<file path="src/rba_pkg.sv">
package rba_pkg;

    // default width of the internal ratio and convergent values
    localparam int VALUE_WIDTH_DEF = 32;

    // width of the ports and of the limit registers
    localparam int PORT_WIDTH = 32;

    // reset value of both limit registers
    localparam logic [PORT_WIDTH-1:0] LIMIT_RESET = 32'd65535;

    // configuration register indexes
    localparam logic REG_NUM_LIMIT = 1'b0;
    localparam logic REG_DEN_LIMIT = 1'b1;

    // commands from the sequencer to the euclid unit
    typedef struct packed {
        logic load;
        logic div_start;
        logic div_step;
        logic advance;
    } ctrl_t;

    // status from the euclid unit to the sequencer
    typedef struct packed {
        logic over_limit;
        logic d_zero;
        logic div_last;
        logic term_ovf;
    } sts_t;

endpackage

</file>
<file path="src/rba_euclid_unit.sv">
module rba_euclid_unit #(
    parameter int VALUE_WIDTH = rba_pkg::VALUE_WIDTH_DEF
) (
    input  logic                            clk,
    input  rba_pkg::ctrl_t                  ctrl,
    input  logic [VALUE_WIDTH-1:0]          load_num,
    input  logic [VALUE_WIDTH-1:0]          load_den,
    input  logic [rba_pkg::PORT_WIDTH-1:0]  num_limit,
    input  logic [rba_pkg::PORT_WIDTH-1:0]  den_limit,
    output rba_pkg::sts_t                   sts,
    output logic [VALUE_WIDTH-1:0]          p_cur,
    output logic [VALUE_WIDTH-1:0]          q_cur,
    output logic [VALUE_WIDTH-1:0]          p_prev,
    output logic [VALUE_WIDTH-1:0]          q_prev
);

    localparam int W     = VALUE_WIDTH;
    localparam int CW    = (W > rba_pkg::PORT_WIDTH) ? W : rba_pkg::PORT_WIDTH;
    localparam int CNT_W = $clog2(W);

    logic [W-1:0]     num_reg;
    logic [W-1:0]     den_reg;
    logic [W-1:0]     rem_reg;
    logic [W-1:0]     accp_reg;
    logic [W-1:0]     accq_reg;
    logic             ovp_reg;
    logic             ovq_reg;
    logic [W-1:0]     pp_reg;
    logic [W-1:0]     pc_reg;
    logic [W-1:0]     qp_reg;
    logic [W-1:0]     qc_reg;
    logic [CNT_W-1:0] cnt_reg;

    logic [W:0]       rem_sh;
    logic [W:0]       diff;
    logic             qbit;
    logic [W-1:0]     rem_next;
    logic [W:0]       macp;
    logic [W:0]       macq;
    logic [W:0]       sump;
    logic [W:0]       sumq;

    // restoring divide step, one quotient bit per cycle, msb first
    always_comb
    begin
        rem_sh   = {rem_reg, num_reg[W-1]};
        diff     = rem_sh - {1'b0, den_reg};
        qbit     = ~diff[W];
        rem_next = qbit ? diff[W-1:0] : rem_sh[W-1:0];
    end

    // horner multiply-accumulate of the quotient bits into both convergents
    always_comb
    begin
        macp = {1'b0, accp_reg[W-2:0], 1'b0} + (qbit ? {1'b0, pc_reg} : '0);
        macq = {1'b0, accq_reg[W-2:0], 1'b0} + (qbit ? {1'b0, qc_reg} : '0);
        sump = {1'b0, accp_reg} + {1'b0, pp_reg};
        sumq = {1'b0, accq_reg} + {1'b0, qp_reg};
    end

    // status toward the sequencer
    always_comb
    begin
        sts.over_limit = (CW'(pc_reg) > CW'(num_limit)) || (CW'(qc_reg) > CW'(den_limit));
        sts.d_zero     = (den_reg == '0);
        sts.div_last   = (cnt_reg == '0);
        sts.term_ovf   = ovp_reg | ovq_reg | sump[W] | sumq[W];
    end

    // datapath registers
    always_ff @(posedge clk)
    begin
        if (ctrl.load)
        begin
            num_reg <= load_num;
            den_reg <= load_den;
            pp_reg  <= '0;
            pc_reg  <= W'(1);
            qp_reg  <= W'(1);
            qc_reg  <= '0;
        end
        if (ctrl.div_start)
        begin
            rem_reg  <= '0;
            accp_reg <= '0;
            accq_reg <= '0;
            ovp_reg  <= 1'b0;
            ovq_reg  <= 1'b0;
            cnt_reg  <= CNT_W'(W - 1);
        end
        if (ctrl.div_step)
        begin
            rem_reg  <= rem_next;
            num_reg  <= {num_reg[W-2:0], 1'b0};
            accp_reg <= macp[W-1:0];
            accq_reg <= macq[W-1:0];
            ovp_reg  <= ovp_reg | accp_reg[W-1] | macp[W];
            ovq_reg  <= ovq_reg | accq_reg[W-1] | macq[W];
            cnt_reg  <= cnt_reg - CNT_W'(1);
        end
        if (ctrl.advance)
        begin
            num_reg <= den_reg;
            den_reg <= rem_reg;
            pp_reg  <= pc_reg;
            pc_reg  <= sump[W-1:0];
            qp_reg  <= qc_reg;
            qc_reg  <= sumq[W-1:0];
        end
    end

    assign p_cur  = pc_reg;
    assign q_cur  = qc_reg;
    assign p_prev = pp_reg;
    assign q_prev = qp_reg;

endmodule

</file>
<file path="src/rational_best_approximation_unit.sv">
// Best rational approximation of given_num / given_den by continued-fraction
// convergents, with numerator and denominator bounded by two limit registers.
// Input channel: in_valid / in_stall with given_num and given_den; a beat is
// taken when in_valid is high and in_stall low. in_stall stays high from the
// accepted beat until the result has moved into the output register.
// Output channel: out_valid / out_stall with best_num and best_den, held in
// an output register; while the receiver stalls the result stays put, and the
// block already takes the next input beat, holding its own result until the
// output register frees up.
// Sequence: each Euclid step runs a check state, a bit-serial divide with the
// convergent updates accumulated alongside the quotient bits, and a final add
// state. One item is worked on at a time.
// Configuration: cfg_write_en, cfg_index, cfg_data write the limits; the user
// must write them only while idle, since the block does not enforce this.
// Reset sets both limits to 65535 and empties the pipeline.
module rational_best_approximation_unit #(
    parameter int VALUE_WIDTH = rba_pkg::VALUE_WIDTH_DEF
) (
    input  logic                            clk,
    input  logic                            rst_n,
    input  logic                            cfg_write_en,
    input  logic                            cfg_index,
    input  logic [rba_pkg::PORT_WIDTH-1:0]  cfg_data,
    input  logic                            in_valid,
    output logic                            in_stall,
    input  logic [rba_pkg::PORT_WIDTH-1:0]  given_num,
    input  logic [rba_pkg::PORT_WIDTH-1:0]  given_den,
    output logic                            out_valid,
    input  logic                            out_stall,
    output logic [rba_pkg::PORT_WIDTH-1:0]  best_num,
    output logic [rba_pkg::PORT_WIDTH-1:0]  best_den
);

    localparam int W  = VALUE_WIDTH;
    localparam int PW = rba_pkg::PORT_WIDTH;
    localparam int CW = (W > PW) ? W : PW;

    typedef enum logic [4:0] {
        ST_IDLE   = 5'b00001,
        ST_CHECK  = 5'b00010,
        ST_DIV    = 5'b00100,
        ST_ADD    = 5'b01000,
        ST_FINISH = 5'b10000
    } state_t;

    state_t         state_reg, state_next;
    logic           use_prev_reg, use_prev_next;
    logic [PW-1:0]  num_limit_reg;
    logic [PW-1:0]  den_limit_reg;
    logic           out_valid_reg;
    logic [PW-1:0]  best_num_reg;
    logic [PW-1:0]  best_den_reg;

    rba_pkg::ctrl_t ctrl;
    rba_pkg::sts_t  sts;
    logic [W-1:0]   p_cur, q_cur, p_prev, q_prev;
    logic [CW-1:0]  num_in_ext, den_in_ext;
    logic [CW-1:0]  res_num_ext, res_den_ext;
    logic           in_accept;
    logic           out_load;

    assign in_accept  = in_valid && !in_stall;
    assign in_stall   = (state_reg != ST_IDLE);
    assign num_in_ext = CW'(given_num);
    assign den_in_ext = CW'(given_den);

    // euclid datapath
    rba_euclid_unit #(
        .VALUE_WIDTH(W)
    ) u_euclid (
        .clk      (clk),
        .ctrl     (ctrl),
        .load_num (num_in_ext[W-1:0]),
        .load_den (den_in_ext[W-1:0]),
        .num_limit(num_limit_reg),
        .den_limit(den_limit_reg),
        .sts      (sts),
        .p_cur    (p_cur),
        .q_cur    (q_cur),
        .p_prev   (p_prev),
        .q_prev   (q_prev)
    );

    // sequencer
    always_comb
    begin
        state_next     = state_reg;
        use_prev_next  = use_prev_reg;
        ctrl           = '0;
        out_load       = 1'b0;
        case (state_reg)
            ST_IDLE:
            begin
                if (in_accept)
                begin
                    ctrl.load  = 1'b1;
                    state_next = ST_CHECK;
                end
            end
            ST_CHECK:
            begin
                if (sts.over_limit)
                begin
                    use_prev_next = 1'b1;
                    state_next    = ST_FINISH;
                end
                else if (sts.d_zero)
                begin
                    use_prev_next = 1'b0;
                    state_next    = ST_FINISH;
                end
                else
                begin
                    ctrl.div_start = 1'b1;
                    state_next     = ST_DIV;
                end
            end
            ST_DIV:
            begin
                ctrl.div_step = 1'b1;
                if (sts.div_last)
                begin
                    state_next = ST_ADD;
                end
            end
            ST_ADD:
            begin
                if (sts.term_ovf)
                begin
                    use_prev_next = 1'b0;
                    state_next    = ST_FINISH;
                end
                else
                begin
                    ctrl.advance = 1'b1;
                    state_next   = ST_CHECK;
                end
            end
            ST_FINISH:
            begin
                if (!out_valid_reg || !out_stall)
                begin
                    out_load   = 1'b1;
                    state_next = ST_IDLE;
                end
            end
            default:
            begin
                state_next = ST_IDLE;
            end
        endcase
    end

    always_ff @(posedge clk or negedge rst_n)
    begin
        if (!rst_n)
        begin
            state_reg    <= ST_IDLE;
            use_prev_reg <= 1'b0;
        end
        else
        begin
            state_reg    <= state_next;
            use_prev_reg <= use_prev_next;
        end
    end

    // limit registers
    always_ff @(posedge clk or negedge rst_n)
    begin
        if (!rst_n)
        begin
            num_limit_reg <= rba_pkg::LIMIT_RESET;
            den_limit_reg <= rba_pkg::LIMIT_RESET;
        end
        else if (cfg_write_en)
        begin
            case (cfg_index)
                rba_pkg::REG_NUM_LIMIT: num_limit_reg <= cfg_data;
                rba_pkg::REG_DEN_LIMIT: den_limit_reg <= cfg_data;
                default:                num_limit_reg <= num_limit_reg;
            endcase
        end
    end

    // chosen convergent, truncated or extended to port width
    assign res_num_ext = use_prev_reg ? CW'(p_prev) : CW'(p_cur);
    assign res_den_ext = use_prev_reg ? CW'(q_prev) : CW'(q_cur);

    // output register
    always_ff @(posedge clk or negedge rst_n)
    begin
        if (!rst_n)
        begin
            out_valid_reg <= 1'b0;
        end
        else if (out_load)
        begin
            out_valid_reg <= 1'b1;
        end
        else if (!out_stall)
        begin
            out_valid_reg <= 1'b0;
        end
    end

    always_ff @(posedge clk)
    begin
        if (out_load)
        begin
            best_num_reg <= res_num_ext[PW-1:0];
            best_den_reg <= res_den_ext[PW-1:0];
        end
    end

    assign out_valid = out_valid_reg;
    assign best_num  = best_num_reg;
    assign best_den  = best_den_reg;

`ifndef NO_ASSERTIONS
    // an accepted beat always starts with a limit check
    assert property (@(posedge clk) disable iff (!rst_n)
        in_accept |=> state_reg == ST_CHECK)
        else $error("accepted beat did not start a check");

    // the divider never runs on a zero divisor
    assert property (@(posedge clk) disable iff (!rst_n)
        state_reg == ST_DIV |-> !sts.d_zero)
        else $error("divide step with zero divisor");

    // a new result only appears after the finish state
    assert property (@(posedge clk) disable iff (!rst_n)
        $rose(out_valid) |-> $past(state_reg == ST_FINISH))
        else $error("result appeared outside finish");

    // a waiting result is never overwritten
    assert property (@(posedge clk) disable iff (!rst_n)
        out_valid_reg && out_stall |-> !out_load)
        else $error("stalled result overwritten");
`endif

endmodule

</file>
<file path="config.mk">
export PLATFORM = sky130hd
export DESIGN_NAME = rational_best_approximation_unit
export DESIGN_NICKNAME = d
export VERILOG_FILES = /design/src/rba_pkg.sv /design/src/rba_euclid_unit.sv /design/src/rational_best_approximation_unit.sv
export SDC_FILE = /design/constraint.sdc
export NUM_CORES = 1
export LEC_CHECK = 0
export ABC_AREA = 1
export BUFFER_PORTS_ARGS = -buffer_cell sky130_fd_sc_hd__buf_2
export CAP_MARGIN = 10
export CORE_MARGIN = 2
export CORE_UTILIZATION = 48
export CTS_CLUSTER_SIZE = 10
export DETAILED_ROUTE_END_ITERATION = 8
export PLACE_DENSITY_LB_ADDON = 0.05
export SYNTH_ARGS = -nofsm -noshare
export SYNTH_HDL_FRONTEND = slang
export SYNTH_SLANG_ARGS = --single-unit
</file>
<file path="constraint.sdc">
create_clock -name clk -period 6.4 [get_ports clk]
set_input_delay 0.32 -clock clk [delete_from_list [all_inputs] [get_ports clk]]
set_output_delay 0.32 -clock clk [all_outputs]
set_load 0.02 [all_outputs]
</file>
==> summary.md <==
| Metric | Value |
|---|---|
| DIE WIDTH | `247 um` |
| Worst-Margin Slew | `0.972 ns` |
| Crit path required time | `6.76 ns` |
| Critical R2R Capture | `u_euclid.accp_reg[31]$_SDFFCE_PN0P_` |
| Combinational share of power | `0.409` |
| Outcome | `finished, final reports clean` |
| CTS Buffer Depth | `3` |
| TNS Setup | `0 ns` |
| Pins Over Slew Limit | `0` |
| Hold worst-path end | `num_limit_reg[27]$_DFFE_PN0P_` |
| M2 GR Usage | `0.447` |
| CTS H-tree depth | `2` |
| Commonest non-fill, non-tap cell in the layout | `nand2_1` |
| Top_reg_cell synth | `edfxtp_1` |
| R2R setup slack | `1.36 ns` |
| CTS tree | `built` |
| Crit path max fanout | `71` |
| Clock Power Share | `0.238` |
| Ys Warns | `0` |
| Number of global-route vias before repair | `23.7k` |
| Synth Area per Inst | `8.09 um^2` |
| Total track usage | `0.276` |
| I/O pin total | `~170` |
| Clock slew at reported path FFs | `0.06 ns` |
| Crit path launch type | `flop` |
| Starting Density | `0.483` |
| Critical path arrival | `roughly 5.4 ns` |
| Tmin final | `5.04 ns` |
| Core Rows | `89` |
| Most Crowded Layer GR | `met2` |
| Residual DRC | `0` |
| Avg WL per Cell | `18.7 um` |
| Vias/cell | `approximately 5.5` |
| Largest net degree at the start of global routing | `149` |
| Top cell type's share of synthesized area | `0.380` |
| Post_cts resized | `0` |
| Cell count after synthesis | `3510` |
| WHS Path Cells | `3` |
| Gp weighted congestion | `0.967` |
| Die area | `around 0.061 mm^2` |
| Worst Setup Path Type | `reg -> reg` |
| P_sw | `4950 uW` |
| CP Capture Type | `flop` |
| Dpl hpwl | `63300 um` |
| HP Start | `cfg_data[27]` |
| Root Driver | `clkbuf_16` |
| Max-Cap Viols | `0` |
| Layout Nets | `4036` |
| Post-Layout Cell Count | `4522` |
| Number of port buffers | `167` |
| GRT overflow | `0` |
| Cell taking the most area after synthesis | `edfxtp_1` |
| Final hold viol count | `0` |
| Routed wire length | `84500 um` |
| Final Setup Violations | `0` |
| Asr flop ratio synth | `0.165` |
| Clock latency on the worst-skew pair | `0.61 ns` |
| Drt pass-1 iters | `6` |
| Max-slew headroom | `0.345` |
| Reg2Reg Depth | `22` |
| RSZ-0062 raised after global routing | `false` |
| Antenna violations before repair | `0` |
| Post-Syn Area | `0.0284 mm^2` |
| Met3 Resource Use GR | `0.0417` |
| Iter 0 DRT Violations | `1822` |
| # clock sinks | `430` |
| Area contributors post-synth | `edfxtp_1, nand2_1, ha_1` |
| Fraction of layout instances using a drive strength above 1 | `0.0976` |
| # placed instances | `4382` |
| Sequential power share | `0.353` |
| TritonCTS Buffers | `52` |
| Core Area | `0.0588 mm^2` |
| Number of synthesized register bits | `430` |
| First-pass GRT wire length | `132000 um` |
| P_leak | `~0.014 uW` |
| Syn Nets | `3840` |
| Layout area overhead | `12.5%` |
| N_diodes | `0` |
| Max VDD drop | `between 0.3 and 0.4 mV` |
| Vias post-DR | `24.7k` |
| Most frequent cells in the layout | `nand2_1, nor2_1, inv_1, edfxtp_1, a21oi_1` |
| F_max | `~200 MHz` |
| Die H | `247 um` |
| Worst r2r src | `u_euclid.den_reg[0]$_DFFE_PP_` |
| Post-route clock period utilization | `0.788` |
| Internal power | `6940 uW` |
| Met1 usage | `0.392` |
| Register area share after synthesis | `0.444` |
| Clk_skew | `0.0124 ns` |
| Post-CTS Setup Inserts | `0` |
| Switch share | `0.417` |
| Power density over the cells | `~370 mW/mm^2` |
| Worst min-delay path class | `in -> reg` |
| Final ANT Viol Nets | `0` |
| Number of synthesized flops with an enable pin | `between 300 and 400` |
| Cell variety after synth | `50` |
[per-layer routing]
metal	part of all wire	vias up
li1	-	12100
met1	0.46	11700
met2	0.46	773
met3	0.065	102
met4	0.019	0
met5	0	-
[layout make-up]
class / count / area, um^2
Fill cell: 5628 / 26900
Clock buffer: 91 / 1550
Multi-Input combinational cell: 2533 / 13600
Tap cell: 773 / 967
Timing Repair Buffer: 225 / 1400
Inverter: 464 / 1740
Sequential cell: 430 / 12600
Clock inverter: 6 / 37.5
[kinds of logic (layout without fill, tap and decap cells)]
| logic type | count (synthesis) | count (layout) | share of synthesized area |
|---|---|---|---|
| simple gates | 1527 | 1527 | 0.223 |
| flops | 430 | 430 | 0.444 |
| xor+xnor | 41 | 41 | 0.0126 |
| compound gates | 737 | 737 | 0.142 |
| buf+inv | 547 | 786 | 0.0777 |
| fa+ha+maj | 228 | 228 | 0.102 |
[stage by stage]
| stage | area, um^2 | hold slack (ns) | total power [uW] | util | setup slack, ns |
|---|---|---|---|---|---|
| after detailed placement | 29900 | 0.476 | 9020 | 0.509 | 1.51 |
| final | 31900 | 0.0233 | 11900 | 0.543 | 1.36 |
| after global routing | 31900 | 0.0103 | 12700 | 0.543 | 0.976 |
| after global placement | 29900 | 0.472 | 8940 | 0.509 | 1.71 |
| after CTS | 31900 | 0.00185 | 11900 | 0.543 | 1.48 |
| after floorplan | 28400 | 0.0244 | 7580 | - | 0.534 |
[Yosys cell counts, types with 38 or more instances]
master / count
edfxtp_1: 359
inv_1: 459
or2_2: 50
a21oi_1: 280
nor2_1: 486
o21ai_0: 274
nand3_1: 92
nand2_1: 789
dfrtp_1: 38
o21ai_1: 45
clkbuf_1: 44
ha_1: 223
[worst max-delay path by stage]
stage / from / to / slack (ns) / cells after the start
after floorplan: u_euclid.p_prev[0]$_SDFFCE_PN0P_ / u_euclid.den_reg[0]$_DFFE_PP_ / 0.53 / 15
after global placement: u_euclid.den_reg[0]$_DFFE_PP_ / u_euclid.accp_reg[27]$_SDFFCE_PN0P_ / 1.71 / 22
after detailed placement: u_euclid.den_reg[0]$_DFFE_PP_ / u_euclid.accp_reg[31]$_SDFFCE_PN0P_ / 1.51 / 22
after CTS: u_euclid.den_reg[0]$_DFFE_PP_ / u_euclid.accp_reg[27]$_SDFFCE_PN0P_ / 1.48 / 23
after global routing: u_euclid.den_reg[0]$_DFFE_PP_ / u_euclid.accp_reg[27]$_SDFFCE_PN0P_ / 0.98 / 23
final: u_euclid.den_reg[0]$_DFFE_PP_ / u_euclid.accp_reg[31]$_SDFFCE_PN0P_ / 1.36 / 22
[critical path: stages, from the launching register on]
cell      delay (ns)
edfxtp_1        0.41
ha_1            0.25
fa_1            0.42
o21ai_2         0.21
nand2_1         0.07
nand2_1         0.13
nand2_1         0.08
nand2_2         0.10
nand3_2         0.09
nand3_2         0.17
nand2_8         0.30
nor2_1          0.24
ha_1            0.24
fa_1            0.21
nand2_1         0.07
nand2_1         0.06
o21ai_0         0.12
o21ai_0         0.62
nand3_1         0.16
o211ai_1        0.44
a21oi_1         0.14
nor2_1          0.12
nor2_1          0.05
[power groups by stage]
stage / logic, uW / registers (uW) / clock network, uW
2_1_floorplan: 3390 / 4190 / 0
3_3_place_gp: 4700 / 4240 / 0
3_5_place_dp: 4770 / 4250 / 0
4_1_cts: 4820 / 4200 / 2900
5_1_grt: 5460 / 4260 / 2990
6_report: 4860 / 4190 / 2830
[what timing repair did]
action / in CTS / in global routing
hold buffers: 43 / 0
endpoints found under the hold margin: 98 / 0
setup endpoints to repair: 0 / 0
Note: power is estimated with default switching activity, not from simulation.
